### src/rtl/uart_move_command_parser_assert.svh
// Assertion macros for the move command parser.
// Used by the RTL files that carry concurrent assertions; no other dependency.
`ifndef UART_MOVE_COMMAND_PARSER_ASSERT_SVH
`define UART_MOVE_COMMAND_PARSER_ASSERT_SVH

// Check that post holds in the same cycle as pre
`define UMCP_ASSERT_NOW(label, clk, rst, pre, post) \
   label: assert property (@(posedge clk) disable iff (rst) (pre) |-> (post)) \
      else $error("umcp: same-cycle check failed");

// Check that post holds in the cycle after pre
`define UMCP_ASSERT_NEXT(label, clk, rst, pre, post) \
   label: assert property (@(posedge clk) disable iff (rst) (pre) |=> (post)) \
      else $error("umcp: next-cycle check failed");

`endif

### src/rtl/umcp_pkg.sv
// Shared constants and types of the move command parser.
// No dependencies; used by all RTL modules.
`default_nettype none

package umcp_pkg;

   // Longest line held before parsing restarts
   localparam int LINE_MAX = 64;
   localparam int POS_W    = $clog2(LINE_MAX);

   // Line record queue between parser and drive stage
   localparam int QUEUE_DEPTH = 2;
   localparam int QUEUE_PTR_W = $clog2(QUEUE_DEPTH);
   localparam int QUEUE_CNT_W = $clog2(QUEUE_DEPTH + 1);

   // Result status codes
   localparam logic [1:0] ST_OK  = 2'd0;
   localparam logic [1:0] ST_BAD = 2'd1;
   localparam logic [1:0] ST_SAT = 2'd2;

   // Configuration register indexes
   localparam int CSR_IDX_W = 1;
   localparam logic [CSR_IDX_W-1:0] CSR_MOVE_GAIN = 1'd0;
   localparam logic [CSR_IDX_W-1:0] CSR_TURN_GAIN = 1'd1;

   // Gain defaults after reset, Q16
   localparam logic [15:0] MOVE_GAIN_RESET = 16'd459;
   localparam logic [15:0] TURN_GAIN_RESET = 16'd9830;

   // One finished line as handed to the drive stage
   typedef struct packed {
      logic [1:0]         status;
      logic signed [15:0] turn_value;
      logic signed [15:0] move_value;
   } line_rec_type;

endpackage

`default_nettype wire

### src/rtl/umcp_req_if.sv
// Byte input channel of the move command parser.
// No dependencies.
`default_nettype none

interface umcp_req_if;
   logic       valid;
   logic       ready;
   logic [7:0] rx_byte;

   modport source (output valid, output rx_byte, input ready);
   modport sink   (input valid, input rx_byte, output ready);
endinterface

`default_nettype wire

### src/rtl/umcp_rsp_if.sv
// Result channel of the move command parser.
// No dependencies.
`default_nettype none

interface umcp_rsp_if;
   logic               valid;
   logic               ready;
   logic [1:0]         status;
   logic signed [15:0] turn_value;
   logic signed [15:0] move_value;
   logic signed [31:0] turn_drive;
   logic signed [31:0] move_drive;

   modport source (output valid, output status, output turn_value, output move_value,
                   output turn_drive, output move_drive, input ready);
   modport sink   (input valid, input status, input turn_value, input move_value,
                   input turn_drive, input move_drive, output ready);
endinterface

`default_nettype wire

### src/rtl/uart_move_command_parser.sv
// Move command parser: one received byte per cycle, one result per newline.
// A line record passes the queue, multiply stage and output register.
// Throughput: one byte per cycle; results one per cycle while ready is high.
// The two-entry line queue stalls every input byte while it is full.
// Reset (synchronous) clears the parse, the queue and the pipeline and
// restores both gains to their defaults.
`default_nettype none

module uart_move_command_parser (
   input  wire logic                           clock,
   input  wire logic                           reset,
   umcp_req_if.sink                            req_chan,
   umcp_rsp_if.source                          rsp_chan,
   input  wire logic                           csr_write_enable,
   input  wire logic [umcp_pkg::CSR_IDX_W-1:0] csr_index,
   input  wire logic [15:0]                    csr_write_data
);

   logic                   q_push;
   logic                   q_pop;
   logic                   q_full;
   logic                   q_empty;
   umcp_pkg::line_rec_type q_push_rec;
   umcp_pkg::line_rec_type q_pop_rec;

   // Parse bytes into line records
   umcp_front u_front (
      .clock    (clock),
      .reset    (reset),
      .req_chan (req_chan),
      .q_full   (q_full),
      .q_push   (q_push),
      .q_rec    (q_push_rec)
   );

   // Decouple parser from drive stage
   umcp_queue u_queue (
      .clock    (clock),
      .reset    (reset),
      .push     (q_push),
      .push_rec (q_push_rec),
      .full     (q_full),
      .pop      (q_pop),
      .pop_rec  (q_pop_rec),
      .empty    (q_empty)
   );

   // Compute drives and present results
   umcp_back u_back (
      .clock            (clock),
      .reset            (reset),
      .csr_write_enable (csr_write_enable),
      .csr_index        (csr_index),
      .csr_write_data   (csr_write_data),
      .q_empty          (q_empty),
      .q_rec            (q_pop_rec),
      .q_pop            (q_pop),
      .rsp_chan         (rsp_chan)
   );

endmodule

`default_nettype wire

### src/rtl/umcp_front.sv
// Byte parser: folds case, matches "move " and two signed integers on the fly,
// and pushes one line record per newline. Depends on umcp_pkg and umcp_req_if.
`default_nettype none

module umcp_front (
   input  wire logic                  clock,
   input  wire logic                  reset,
   umcp_req_if.sink                   req_chan,
   input  wire logic                  q_full,
   output logic                       q_push,
   output umcp_pkg::line_rec_type     q_rec
);

   // Parse phases
   localparam logic [3:0] PH_M     = 4'd0;
   localparam logic [3:0] PH_O     = 4'd1;
   localparam logic [3:0] PH_V     = 4'd2;
   localparam logic [3:0] PH_E     = 4'd3;
   localparam logic [3:0] PH_SPACE = 4'd4;
   localparam logic [3:0] PH_PRE1  = 4'd5;
   localparam logic [3:0] PH_SIGN1 = 4'd6;
   localparam logic [3:0] PH_DIG1  = 4'd7;
   localparam logic [3:0] PH_PRE2  = 4'd8;
   localparam logic [3:0] PH_SIGN2 = 4'd9;
   localparam logic [3:0] PH_DIG2  = 4'd10;
   localparam logic [3:0] PH_OK    = 4'd11;
   localparam logic [3:0] PH_BAD   = 4'd12;

   // Characters
   localparam logic [7:0] CH_NL    = 8'd10;
   localparam logic [7:0] CH_SP    = 8'd32;
   localparam logic [7:0] CH_MINUS = 8'd45;
   localparam logic [7:0] CH_PLUS  = 8'd43;

   localparam logic [umcp_pkg::POS_W-1:0] POS_LAST =
      umcp_pkg::POS_W'(umcp_pkg::LINE_MAX - 1);

   logic [umcp_pkg::POS_W-1:0] pos_ff, pos_in;
   logic [3:0]                 phase_ff, phase_in;
   logic [15:0]                first_ff, first_in;
   logic [15:0]                second_ff, second_in;
   logic [1:0]                 sign_ff, sign_in;
   logic                       sat_ff, sat_in;

   logic        accept;
   logic [7:0]  ch;
   logic        ch_space;
   logic        ch_digit;
   logic        second_grp;
   logic        fresh;
   logic [15:0] acc_base;
   logic        acc_neg;
   logic [18:0] acc_next;
   logic [18:0] acc_limit;
   logic        acc_over;
   logic [15:0] acc_val;
   logic        line_ok;

   assign req_chan.ready = !q_full;
   assign accept         = req_chan.valid && req_chan.ready;

   // Fold case and classify the byte
   always_comb begin
      ch = req_chan.rx_byte;
      if (ch >= 8'd65 && ch <= 8'd90) begin
         ch = ch + 8'd32;
      end
      ch_space = (ch == 8'd32) || (ch == 8'd9) || (ch == 8'd11) ||
                 (ch == 8'd12) || (ch == 8'd13);
      ch_digit = (ch >= 8'd48) && (ch <= 8'd57);
   end

   // Shared digit accumulator: acc * 10 + digit, clamped at the signed limit
   always_comb begin
      second_grp = (phase_ff == PH_PRE2) || (phase_ff == PH_SIGN2) || (phase_ff == PH_DIG2);
      fresh      = (phase_ff == PH_PRE1) || (phase_ff == PH_PRE2);
      acc_base   = fresh ? 16'd0 : (second_grp ? second_ff : first_ff);
      acc_neg    = fresh ? 1'b0 : (second_grp ? sign_ff[1] : sign_ff[0]);
      acc_next   = {acc_base, 3'b000} + {2'b00, acc_base, 1'b0} + {15'd0, ch[3:0]};
      acc_limit  = acc_neg ? 19'd32768 : 19'd32767;
      acc_over   = acc_next > acc_limit;
      acc_val    = acc_over ? acc_limit[15:0] : acc_next[15:0];
   end

   // Advance the parse on each accepted byte
   always_comb begin
      pos_in    = pos_ff;
      phase_in  = phase_ff;
      first_in  = first_ff;
      second_in = second_ff;
      sign_in   = sign_ff;
      sat_in    = sat_ff;
      if (accept) begin
         if (req_chan.rx_byte == CH_NL || pos_ff >= POS_LAST) begin
            // End of line or overlong line: restart
            pos_in    = '0;
            phase_in  = PH_M;
            first_in  = 16'd0;
            second_in = 16'd0;
            sign_in   = 2'b00;
            sat_in    = 1'b0;
         end else begin
            pos_in = pos_ff + 1'b1;
            case (phase_ff)
               PH_M:     phase_in = (ch == 8'd109) ? PH_O : PH_BAD;
               PH_O:     phase_in = (ch == 8'd111) ? PH_V : PH_BAD;
               PH_V:     phase_in = (ch == 8'd118) ? PH_E : PH_BAD;
               PH_E:     phase_in = (ch == 8'd101) ? PH_SPACE : PH_BAD;
               PH_SPACE: phase_in = (ch == CH_SP) ? PH_PRE1 : PH_BAD;
               PH_PRE1, PH_PRE2: begin
                  if (ch_space) begin
                     phase_in = phase_ff;
                  end else if (ch == CH_MINUS) begin
                     if (second_grp) begin
                        sign_in[1] = 1'b1;
                     end else begin
                        sign_in[0] = 1'b1;
                     end
                     phase_in = second_grp ? PH_SIGN2 : PH_SIGN1;
                  end else if (ch == CH_PLUS) begin
                     phase_in = second_grp ? PH_SIGN2 : PH_SIGN1;
                  end else if (ch_digit) begin
                     if (second_grp) begin
                        second_in = acc_val;
                     end else begin
                        first_in = acc_val;
                     end
                     phase_in = second_grp ? PH_DIG2 : PH_DIG1;
                  end else begin
                     phase_in = PH_BAD;
                  end
               end
               PH_SIGN1, PH_DIG1: begin
                  if (ch_digit) begin
                     first_in = acc_val;
                     sat_in   = sat_ff | acc_over;
                     phase_in = PH_DIG1;
                  end else if (phase_ff == PH_SIGN1) begin
                     phase_in = PH_BAD;
                  end else if (ch_space) begin
                     phase_in = PH_PRE2;
                  end else if (ch == CH_MINUS) begin
                     sign_in[1] = 1'b1;
                     phase_in   = PH_SIGN2;
                  end else if (ch == CH_PLUS) begin
                     phase_in = PH_SIGN2;
                  end else begin
                     phase_in = PH_BAD;
                  end
               end
               PH_SIGN2, PH_DIG2: begin
                  if (ch_digit) begin
                     second_in = acc_val;
                     sat_in    = sat_ff | acc_over;
                     phase_in  = PH_DIG2;
                  end else begin
                     phase_in = (phase_ff == PH_DIG2) ? PH_OK : PH_BAD;
                  end
               end
               default: phase_in = phase_ff;
            endcase
         end
      end
   end

   // Hold parse state
   always_ff @(posedge clock) begin
      if (reset) begin
         pos_ff    <= '0;
         phase_ff  <= PH_M;
         first_ff  <= 16'd0;
         second_ff <= 16'd0;
         sign_ff   <= 2'b00;
         sat_ff    <= 1'b0;
      end else begin
         pos_ff    <= pos_in;
         phase_ff  <= phase_in;
         first_ff  <= first_in;
         second_ff <= second_in;
         sign_ff   <= sign_in;
         sat_ff    <= sat_in;
      end
   end

   // Build the line record on newline
   assign line_ok = (phase_ff == PH_DIG2) || (phase_ff == PH_OK);
   assign q_push  = accept && (req_chan.rx_byte == CH_NL);

   always_comb begin
      if (line_ok) begin
         q_rec.status     = sat_ff ? umcp_pkg::ST_SAT : umcp_pkg::ST_OK;
         q_rec.turn_value = sign_ff[0] ? $signed(16'd0 - first_ff) : $signed(first_ff);
         q_rec.move_value = sign_ff[1] ? $signed(16'd0 - second_ff) : $signed(second_ff);
      end else begin
         q_rec.status     = umcp_pkg::ST_BAD;
         q_rec.turn_value = 16'sd0;
         q_rec.move_value = 16'sd0;
      end
   end

endmodule

`default_nettype wire

### src/rtl/umcp_queue.sv
// Short queue of line records between the parser and the drive stage.
// Depends on umcp_pkg and the assertion macro header.
`default_nettype none
`include "uart_move_command_parser_assert.svh"

module umcp_queue (
   input  wire logic                   clock,
   input  wire logic                   reset,
   input  wire logic                   push,
   input  wire umcp_pkg::line_rec_type push_rec,
   output logic                        full,
   input  wire logic                   pop,
   output umcp_pkg::line_rec_type      pop_rec,
   output logic                        empty
);

   umcp_pkg::line_rec_type slot_ff [umcp_pkg::QUEUE_DEPTH];

   logic [umcp_pkg::QUEUE_PTR_W-1:0] wr_ptr_ff, wr_ptr_in;
   logic [umcp_pkg::QUEUE_PTR_W-1:0] rd_ptr_ff, rd_ptr_in;
   logic [umcp_pkg::QUEUE_CNT_W-1:0] count_ff, count_in;

   assign full    = count_ff == umcp_pkg::QUEUE_CNT_W'(umcp_pkg::QUEUE_DEPTH);
   assign empty   = count_ff == '0;
   assign pop_rec = slot_ff[rd_ptr_ff];

   // Advance pointers and fill count
   always_comb begin
      wr_ptr_in = wr_ptr_ff;
      rd_ptr_in = rd_ptr_ff;
      count_in  = count_ff;
      if (push) begin
         wr_ptr_in = (wr_ptr_ff == umcp_pkg::QUEUE_PTR_W'(umcp_pkg::QUEUE_DEPTH - 1)) ?
                     '0 : wr_ptr_ff + 1'b1;
      end
      if (pop) begin
         rd_ptr_in = (rd_ptr_ff == umcp_pkg::QUEUE_PTR_W'(umcp_pkg::QUEUE_DEPTH - 1)) ?
                     '0 : rd_ptr_ff + 1'b1;
      end
      if (push && !pop) begin
         count_in = count_ff + 1'b1;
      end else if (pop && !push) begin
         count_in = count_ff - 1'b1;
      end
   end

   always_ff @(posedge clock) begin
      if (reset) begin
         wr_ptr_ff <= '0;
         rd_ptr_ff <= '0;
         count_ff  <= '0;
      end else begin
         wr_ptr_ff <= wr_ptr_in;
         rd_ptr_ff <= rd_ptr_in;
         count_ff  <= count_in;
      end
   end

   // Store the pushed record
   always_ff @(posedge clock) begin
      if (push) begin
         slot_ff[wr_ptr_ff] <= push_rec;
      end
   end

   `UMCP_ASSERT_NOW(a_no_overflow, clock, reset, push, !full)
   `UMCP_ASSERT_NOW(a_no_underflow, clock, reset, pop, !empty)
   `UMCP_ASSERT_NEXT(a_push_fills, clock, reset, push, !empty)
   `UMCP_ASSERT_NEXT(a_pop_frees, clock, reset, pop && !push, !full)

endmodule

`default_nettype wire

### src/rtl/umcp_back.sv
// Drive stage: holds the gains, multiplies line values by them and negates,
// then presents the result. Depends on umcp_pkg and umcp_rsp_if.
`default_nettype none

module umcp_back (
   input  wire logic                          clock,
   input  wire logic                          reset,
   input  wire logic                          csr_write_enable,
   input  wire logic [umcp_pkg::CSR_IDX_W-1:0] csr_index,
   input  wire logic [15:0]                   csr_write_data,
   input  wire logic                          q_empty,
   input  wire umcp_pkg::line_rec_type        q_rec,
   output logic                               q_pop,
   umcp_rsp_if.source                         rsp_chan
);

   logic [15:0] move_gain_ff, move_gain_in;
   logic [15:0] turn_gain_ff, turn_gain_in;

   logic                   mul_valid_ff, mul_valid_in;
   umcp_pkg::line_rec_type mul_rec_ff;
   logic [31:0]            turn_prod_ff;
   logic [31:0]            move_prod_ff;

   logic               out_valid_ff, out_valid_in;
   logic [1:0]         out_status_ff;
   logic signed [15:0] out_turn_value_ff;
   logic signed [15:0] out_move_value_ff;
   logic [31:0]        out_turn_drive_ff;
   logic [31:0]        out_move_drive_ff;

   logic               out_adv;
   logic               mul_adv;
   logic signed [33:0] turn_prod;
   logic signed [33:0] move_prod;

   // Gain registers
   always_comb begin
      move_gain_in = move_gain_ff;
      turn_gain_in = turn_gain_ff;
      if (csr_write_enable) begin
         case (csr_index)
            umcp_pkg::CSR_MOVE_GAIN: move_gain_in = csr_write_data;
            umcp_pkg::CSR_TURN_GAIN: turn_gain_in = csr_write_data;
            default: begin
               move_gain_in = move_gain_ff;
               turn_gain_in = turn_gain_ff;
            end
         endcase
      end
   end

   always_ff @(posedge clock) begin
      if (reset) begin
         move_gain_ff <= umcp_pkg::MOVE_GAIN_RESET;
         turn_gain_ff <= umcp_pkg::TURN_GAIN_RESET;
      end else begin
         move_gain_ff <= move_gain_in;
         turn_gain_ff <= turn_gain_in;
      end
   end

   // Pipeline flow: output register frees when empty or taken
   assign out_adv      = !out_valid_ff || rsp_chan.ready;
   assign mul_adv      = !mul_valid_ff || out_adv;
   assign q_pop        = mul_adv && !q_empty;
   assign mul_valid_in = mul_adv ? !q_empty : mul_valid_ff;
   assign out_valid_in = out_adv ? mul_valid_ff : out_valid_ff;

   // Signed value times unsigned gain
   assign turn_prod = $signed({q_rec.turn_value[15], q_rec.turn_value}) *
                      $signed({1'b0, turn_gain_ff});
   assign move_prod = $signed({q_rec.move_value[15], q_rec.move_value}) *
                      $signed({1'b0, move_gain_ff});

   always_ff @(posedge clock) begin
      if (reset) begin
         mul_valid_ff <= 1'b0;
         out_valid_ff <= 1'b0;
      end else begin
         mul_valid_ff <= mul_valid_in;
         out_valid_ff <= out_valid_in;
      end
   end

   // Multiply stage
   always_ff @(posedge clock) begin
      if (q_pop) begin
         mul_rec_ff   <= q_rec;
         turn_prod_ff <= turn_prod[31:0];
         move_prod_ff <= move_prod[31:0];
      end
   end

   // Output register: negate the products
   always_ff @(posedge clock) begin
      if (out_adv && mul_valid_ff) begin
         out_status_ff     <= mul_rec_ff.status;
         out_turn_value_ff <= mul_rec_ff.turn_value;
         out_move_value_ff <= mul_rec_ff.move_value;
         out_turn_drive_ff <= 32'd0 - turn_prod_ff;
         out_move_drive_ff <= 32'd0 - move_prod_ff;
      end
   end

   assign rsp_chan.valid      = out_valid_ff;
   assign rsp_chan.status     = out_status_ff;
   assign rsp_chan.turn_value = out_turn_value_ff;
   assign rsp_chan.move_value = out_move_value_ff;
   assign rsp_chan.turn_drive = $signed(out_turn_drive_ff);
   assign rsp_chan.move_drive = $signed(out_move_drive_ff);

endmodule

`default_nettype wire

### src/flat_wrapper.sv
// flat-port wrapper written by rule: the top's interface ports become plain ports
module uart_move_command_parser_flat 
  (clock, reset, csr_write_enable, csr_index, csr_write_data, req_chan_valid, req_chan_rx_byte, req_chan_ready, rsp_chan_valid, rsp_chan_status, rsp_chan_turn_value, rsp_chan_move_value, rsp_chan_turn_drive, rsp_chan_move_drive, rsp_chan_ready);
  umcp_req_if req_chan_i ();
  umcp_rsp_if rsp_chan_i ();
  input  wire logic clock;
  input  wire logic reset;
  input  wire logic csr_write_enable;
  input  wire logic [umcp_pkg::CSR_IDX_W-1:0] csr_index;
  input  wire logic [15:0] csr_write_data;
  input wire logic [$bits(req_chan_i.valid)-1:0] req_chan_valid;
  input wire logic [$bits(req_chan_i.rx_byte)-1:0] req_chan_rx_byte;
  output wire logic [$bits(req_chan_i.ready)-1:0] req_chan_ready;
  output wire logic [$bits(rsp_chan_i.valid)-1:0] rsp_chan_valid;
  output wire logic [$bits(rsp_chan_i.status)-1:0] rsp_chan_status;
  output wire logic [$bits(rsp_chan_i.turn_value)-1:0] rsp_chan_turn_value;
  output wire logic [$bits(rsp_chan_i.move_value)-1:0] rsp_chan_move_value;
  output wire logic [$bits(rsp_chan_i.turn_drive)-1:0] rsp_chan_turn_drive;
  output wire logic [$bits(rsp_chan_i.move_drive)-1:0] rsp_chan_move_drive;
  input wire logic [$bits(rsp_chan_i.ready)-1:0] rsp_chan_ready;
  assign req_chan_i.valid = req_chan_valid;
  assign req_chan_i.rx_byte = req_chan_rx_byte;
  assign req_chan_ready = req_chan_i.ready;
  assign rsp_chan_valid = rsp_chan_i.valid;
  assign rsp_chan_status = rsp_chan_i.status;
  assign rsp_chan_turn_value = rsp_chan_i.turn_value;
  assign rsp_chan_move_value = rsp_chan_i.move_value;
  assign rsp_chan_turn_drive = rsp_chan_i.turn_drive;
  assign rsp_chan_move_drive = rsp_chan_i.move_drive;
  assign rsp_chan_i.ready = rsp_chan_ready;
  uart_move_command_parser u_core (.clock(clock), .reset(reset), .req_chan(req_chan_i), .rsp_chan(rsp_chan_i), .csr_write_enable(csr_write_enable), .csr_index(csr_index), .csr_write_data(csr_write_data));
endmodule
### config.mk
export PLATFORM = sky130hd
export DESIGN_NAME = uart_move_command_parser_flat
export DESIGN_NICKNAME = d
export VERILOG_FILES = /design/src/rtl/umcp_pkg.sv /design/src/rtl/umcp_req_if.sv /design/src/rtl/umcp_rsp_if.sv /design/src/rtl/uart_move_command_parser.sv /design/src/rtl/umcp_front.sv /design/src/rtl/umcp_queue.sv /design/src/rtl/umcp_back.sv /design/src/flat_wrapper.sv
export VERILOG_INCLUDE_DIRS = /design/src /design/src/rtl
export SDC_FILE = /design/constraint.sdc
export NUM_CORES = 2
export LEC_CHECK = 0
export BUFFER_PORTS_ARGS = -buffer_cell sky130_fd_sc_hd__buf_2
export CAP_MARGIN = 20
export CORE_MARGIN = 1
export CORE_UTILIZATION = 46
export CTS_CLUSTER_DIAMETER = 200
export CTS_CLUSTER_SIZE = 8
export DETAILED_ROUTE_END_ITERATION = 7
export PLACE_DENSITY = 0.59
export SLEW_MARGIN = 30
export SYNTH_ARGS = -nofsm -noshare
export SYNTH_HDL_FRONTEND = slang
export SYNTH_HIERARCHICAL = 1
export SYNTH_SLANG_ARGS = --single-unit
### constraint.sdc
create_clock -name clock -period 9.95 [get_ports clock]
set_clock_uncertainty 0.15 [all_clocks]
set_input_delay 1.99 -clock clock [delete_from_list [all_inputs] [get_ports clock]]
set_output_delay 1.99 -clock clock [all_outputs]
set_load 0.02 [all_outputs]
Word level (Yosys, flattened, before mapping)
Memory sizes are Yosys's and may differ from the RTL's. A register that Yosys moved wholly into a read port is not among the register bits.
Cells that the tools add are included.
Cells by class
  bitwise operators: 2
  multipliers: 2
  shift-type cells: 0
  eq/ne operators: 39
  multiplexer cells: 69
  div/mod/pow operators: 0
  reduce and logical (&&, ||, !) cells: 47
  $lt $le $gt $ge: 6
  add/subtract/negate cells: 12
Operators by type and width (count)
  $mux W16: 19
  $mul A16 B17 Y32: 2
  $mux W4: 16
  $pmux W16 S2: 2
  $sub A1 B32 Y32 const A: 2
  $eq A8 B4 Y1 const B: 5
  $ne A3 B3 Y1 const B: 13
  $mux W34: 1
  $eq A8 B7 Y1 const B: 4
  $pmux W4 S8: 1
  $sub A1 B16 Y16 const A: 2
  $eq A8 B6 Y1 const B: 3
  $add A19 B17 Y19: 1
  $add A19 B4 Y19: 1
  $gt A19 B16 Y1: 1
  $mux W1: 18
  $eq A4 B3 Y1 const B: 4
  $eq A4 B4 Y1 const B: 4
  $reduce_and A8 Y1: 2
  $mux W2: 6
  $logic_or A1 B1 Y1: 11
  $reduce_bool A2 Y1: 5
  $mux W3: 3
  $reduce_and A9 Y1: 1
  30 further kinds: 50
Word-level totals
  flip-flop bits (word level): 279
  bits of input ports: 30
  bits in read-only memories: 0
  latch bits: 0
  memories kept: 1
  memory bits (writable): 68
  word-level logic and storage cells: 202
Memory list
  u_core.u_queue.slot_ff: words 2, bits a word 34, rd ports 1, clocked after Yosys merged registers in 1, wr ports 1, RTL line umcp_queue.sv:17  | umcp_pkg::line_rec_type slot_ff [umcp_pkg::QUEUE_DEPTH];

Depth between registers and ports, before layout
  word-level depth: 16
  depth in mapped cells: 25

Hierarchy
The synthesis kept the hierarchy.
By module, submodules not included
  umcp_back: area an instance 25864.8 um2, instances 1, cells each 2573
  umcp_front: area an instance 4648.2 um2, instances 1, cells each 611
  umcp_queue: area an instance 2660.1 um2, instances 1, cells each 128

Least setup slack after synthesis
OpenSTA, ideal clock, no wires.
  path type: input to register
  start point: input rsp_chan_ready
  end point: register u_core/u_queue/count_ff[1] in the netlist's numbering
  slack: 1.646 ns
  cell stages on the path: 6
  path buffers: 0
  setup time: 0.070 ns
  arrival: 8.084 ns
  required time: 9.730 ns
  cell sequence: nor2b_1 a21oi_1 inv_1 ha_1 or3_1 a21oi_1
On the way
  longest elaborated chain between the ends: 6
RTL lines
  start, declared: RTL line flat_wrapper.sv:20  | input wire logic [$bits(rsp_chan_i.ready)-1:0] rsp_chan_ready;
  $logic_or A1 B1 Y1 (*): RTL line umcp_back.sv:64  | assign out_adv = !out_valid_ff || rsp_chan.ready;
  $logic_or A1 B1 Y1 (*): RTL line umcp_back.sv:65  | assign mul_adv = !mul_valid_ff || out_adv;
  $logic_and A1 B1 Y1 (*): RTL line umcp_back.sv:66  | assign q_pop = mul_adv && !q_empty;
  named net u_core.q_pop: RTL line uart_move_command_parser.sv:20  | logic q_pop;
  $logic_not A1 Y1: RTL line umcp_queue.sv:40  | if (push && !pop) begin
  $logic_and A1 B1 Y1: RTL line umcp_queue.sv:40
  $mux W2 or $reduce_bool A2 Y1 (tied branches)
  end signal, assigned: RTL line umcp_queue.sv:55  | count_ff <= count_in;
  end, declared: RTL line umcp_queue.sv:21  | logic [umcp_pkg::QUEUE_CNT_W-1:0] count_ff, count_in;
Mark *: on every way through the listed nets, which the timed path passes. The rest lies on a longest branch.
A chain may end at the register's enable or synchronous reset.

==> metrics.csv <==
metric,value,unit
status,"complete, but fails checks",
failing checks,DRC,
# H-tree levels,2,
Yosys top cell area share,0.239,
Filler cells,6512,
1st-iter DRT viols,1514,
Worst Setup Start Kind,flip-flop,
"Design Area, Final",36100,sq um
pwr/cell area,161,nW/um^2
Yosys cell types,82,
final hold vios,0,
area delta synth->final,8.85,%
initial antenna violation count,0,
asr flop ratio synth,0,
Mean Syn Cell Area,10.0,sq um
clock-pin slew on the worst setup and hold paths,0.05,ns
register area share after synthesis,0.290,
clock sinks,348,
fmax,0.131,GHz
CP most frequent cell,fa_1,
hpwl dp,60.8,mm
Avg WL per Cell,18.4,um
via/cell ratio,5.33,
I/O pin cnt,130,
Rows,98,
CTS root buf,clkbuf_16,
diode count,0,
DRT antenna net count,0,
Vias,23300,
Area after DPL,34700,sq um
postcts setup bufs,0,
die width,271,um
Placer Congestion,0.873,
layout cell share with drive strength beyond 1,0.0787,
RSZ-0062 raised after global routing,no,
total chip power,5.80,mW
Final Routed Wirelength,80.5,mm
WS Path Type,flip-flop to flip-flop,
worst slew pin tran,0.974,ns
synthesized instance count,3312,
Nets,4094,
hold crit path type,flip-flop to flip-flop,
CP endpoint kind,flip-flop,
hold_buf cts,0,
Main synth FF type,edfxtp_1,
first-pass GRT wire length,131,mm
"EDFF count, synth",264,
CTS tree,yes,
Final Max Tran Viols,0,
WP buf/inv,5,
die area,73200,sq um
Yosys top cell by area,edfxtp_1,
Max VDD drop,112,uV
arrival time worst endpoint,7.86,ns
LEAKAGE,16.6,nW
#FFs+latches synth,348,
fin crit share,0.770,
CP cell instances,buf_4 > mux2_2 > and2_1 > fa_1 > inv_1 > fa_1 > inv_1 > fa_1 > fa_1 > fa_1 > inv_1 > fa_1 > inv_1 > ha_1 > nand3_1 > or3_1 > o311ai_0 > o221ai_1 > xnor2_1,
post-layout minimum cycle time,7.66,ns
final setup TNS,0,ns
Global Route Usage Sum,0.225,
endpoints failing setup,0,
CTS Buf Count,49,
Max-Cap Viols,0,
pin count of the biggest net entering global routing,66,
Worst Path Max Fanout,22,
die height,271,um
Synth area leaders,"edfxtp_1, fa_1, ha_1",
cts repair resizes,0,
1st-pass router iterations,8,
"buffers from clock root to sink, at most",3,
vias in the first global route,24800,
PortBufs,129,
cell family with most CP delay,adder cells,
Syn Nets,4019,
initial core utilization,0.465,
Yosys warning count,6,
total global routing overflow,0,
CP peak stage delay,0.72,ns
Crit-path slowest cell,o311ai_0,
worst skew pair latency,0.61,ns
core area,71400,sq um
Post-route DRC,1,
Slew Limit Headroom,0.347,
Post-Syn Area,33200,sq um
Crit path required time,10.14,ns
-- per-stage QoR --
step / setup slack (ns) / cells / hold WS (ns) / util
after global placement: 2.04 / 4285 / 0.253 / 0.485
after CTS: 2.28 / 4369 / 0.265 / 0.505
final: 2.29 / 4370 / 0.264 / 0.506
after floorplan: 1.65 / 3312 / 0.250 / -
after detailed placement: 2.28 / 4285 / 0.256 / 0.486
after global routing: 1.90 / 4370 / 0.279 / 0.506
-- per-layer routing --
metal	track usage	vias up	share of wire
met3	0.0264	117	0.049
met4	0.0632	0	0.025
met1	0.308	11600	0.45
met5	0	-	0
li1	-	10900	-
met2	0.375	625	0.47
-- cell usage after synthesis, types with 8 or more instances --
library cell / number
and2_1: 251
edfxtp_1: 264
nand4_1: 16
nor4_1: 10
o31ai_1: 14
ha_1: 288
o21a_1: 12
inv_1: 524
nor2_1: 148
or3_1: 20
a211oi_1: 11
o21bai_1: 8
nor3_1: 29
nand2_1: 436
and3_1: 16
nor2b_1: 23
a21o_1: 33
a221o_1: 30
o211ai_1: 10
or4_1: 8
xor2_1: 66
fa_1: 389
mux2_2: 35
nand3b_1: 18
a31oi_1: 9
xnor2_1: 106
nand3_1: 26
dfxtp_1: 84
clkbuf_1: 105
a21oi_1: 129
o21ai_0: 56
nand2b_1: 23
-- where the power goes --
group	internal, mW	switching, mW	total, mW	leakage, nW
clock	0.930	0.660	1.59	0.672
combinational	0.669	1.17	1.84	12.7
sequential	2.09	0.280	2.37	3.25
-- cells by family after synthesis --
kind of cell,after synthesis,share of synthesized area
XOR/XNOR,172,0.0454
buffers and inverters,643,0.0739
AND/OR/NAND/NOR,1063,0.160
adder cells (fa/ha/maj),677,0.343
multiplexers,40,0.0134
flip-flops,348,0.290
AO/OA/AOI/OAI,369,0.0745
-- state kept, by name, summed over array words and instances (netlist names), 2 cells and up, named ones only --
register,cells
u_core/u_front/phase_ff,4
u_core/u_back/turn_prod_ff,32
u_core/u_front/pos_ff,6
u_core/u_back/rsp_chan.turn_drive,32
u_core/u_front/sign_ff,2
u_core/u_front/second_ff,16
u_core/u_back/rsp_chan.turn_value,16
u_core/u_back/move_gain_ff,16
u_core/u_front/first_ff,16
u_core/u_back/mul_rec_ff,34
u_core/u_back/turn_gain_ff,16
u_core/u_back/move_prod_ff,32
u_core/u_back/rsp_chan.status,2
u_core/u_back/rsp_chan.move_value,16
u_core/u_queue/count_ff,2
u_core/u_back/rsp_chan.move_drive,32
u_core/u_queue/slot_ff,68
-- final timing paths --
path | startpoint | cells after the start | slack [ns] | to
setup / recovery | flip-flop | 19 | 2.29 | u_core/u_back/move_prod_ff[30]
setup reg to reg | flip-flop | 19 | 2.29 | u_core/u_back/move_prod_ff[30]
hold reg to reg | u_core/u_back/mul_rec_ff[27] | 0 | 0.26 | u_core/u_back/rsp_chan.turn_value[11]
hold / removal | u_core/u_back/mul_rec_ff[27] | 0 | 0.26 | u_core/u_back/rsp_chan.turn_value[11]
-- layout by cell type (no fill, tap or decap), drive strengths merged, types with 11 or more instances in the layout --
cell type  synthesis  layout
a21oi            129     129
o21a              12      12
nor2b             23      23
a31oi             11      11
a211oi            11      11
nand3             27      27
mux2              36      36
nand2b            23      23
o21ai             57      57
fa               389     389
nand4             16      16
nor4              15      15
edfxtp           264     264
or3               21      21
nor2             149     149
ha               288     288
o31ai             14      14
a221o             30      30
buf               14     143
and3              16      16
nor3              35      35
inv              524     524
xor2              66      66
dfxtp             84      84
xnor2            106     106
nand2            436     436
a21o              33      33
and2             251     251
clkbuf           105      82
nand3b            18      18
-- worst reg2reg max path, cell delays in order (launching register included) --
cell	delay, ns
dfxtp_2	0.70
buf_4	0.28
mux2_2	0.49
and2_1	0.23
fa_1	0.53
inv_1	0.06
fa_1	0.53
inv_1	0.05
fa_1	0.50
fa_1	0.53
fa_1	0.55
inv_1	0.06
fa_1	0.53
inv_1	0.04
ha_1	0.40
nand3_1	0.18
or3_1	0.40
o311ai_0	0.72
o221ai_1	0.30
xnor2_1	0.18
-- cell type report --
type	instances	area, sq um	area share
Multi-Input combinational cell	2321	21200	0.586
Inverter	524	1970	0.0545
Clock inverter	2	46.3	0.00128
Clock buffer	82	1370	0.0380
Timing Repair Buffer	143	774	0.0214
Sequential cell	348	9610	0.266
Tap cell	950	1190	0.0329
No activity file was read; power rests on OpenSTA's default activity.
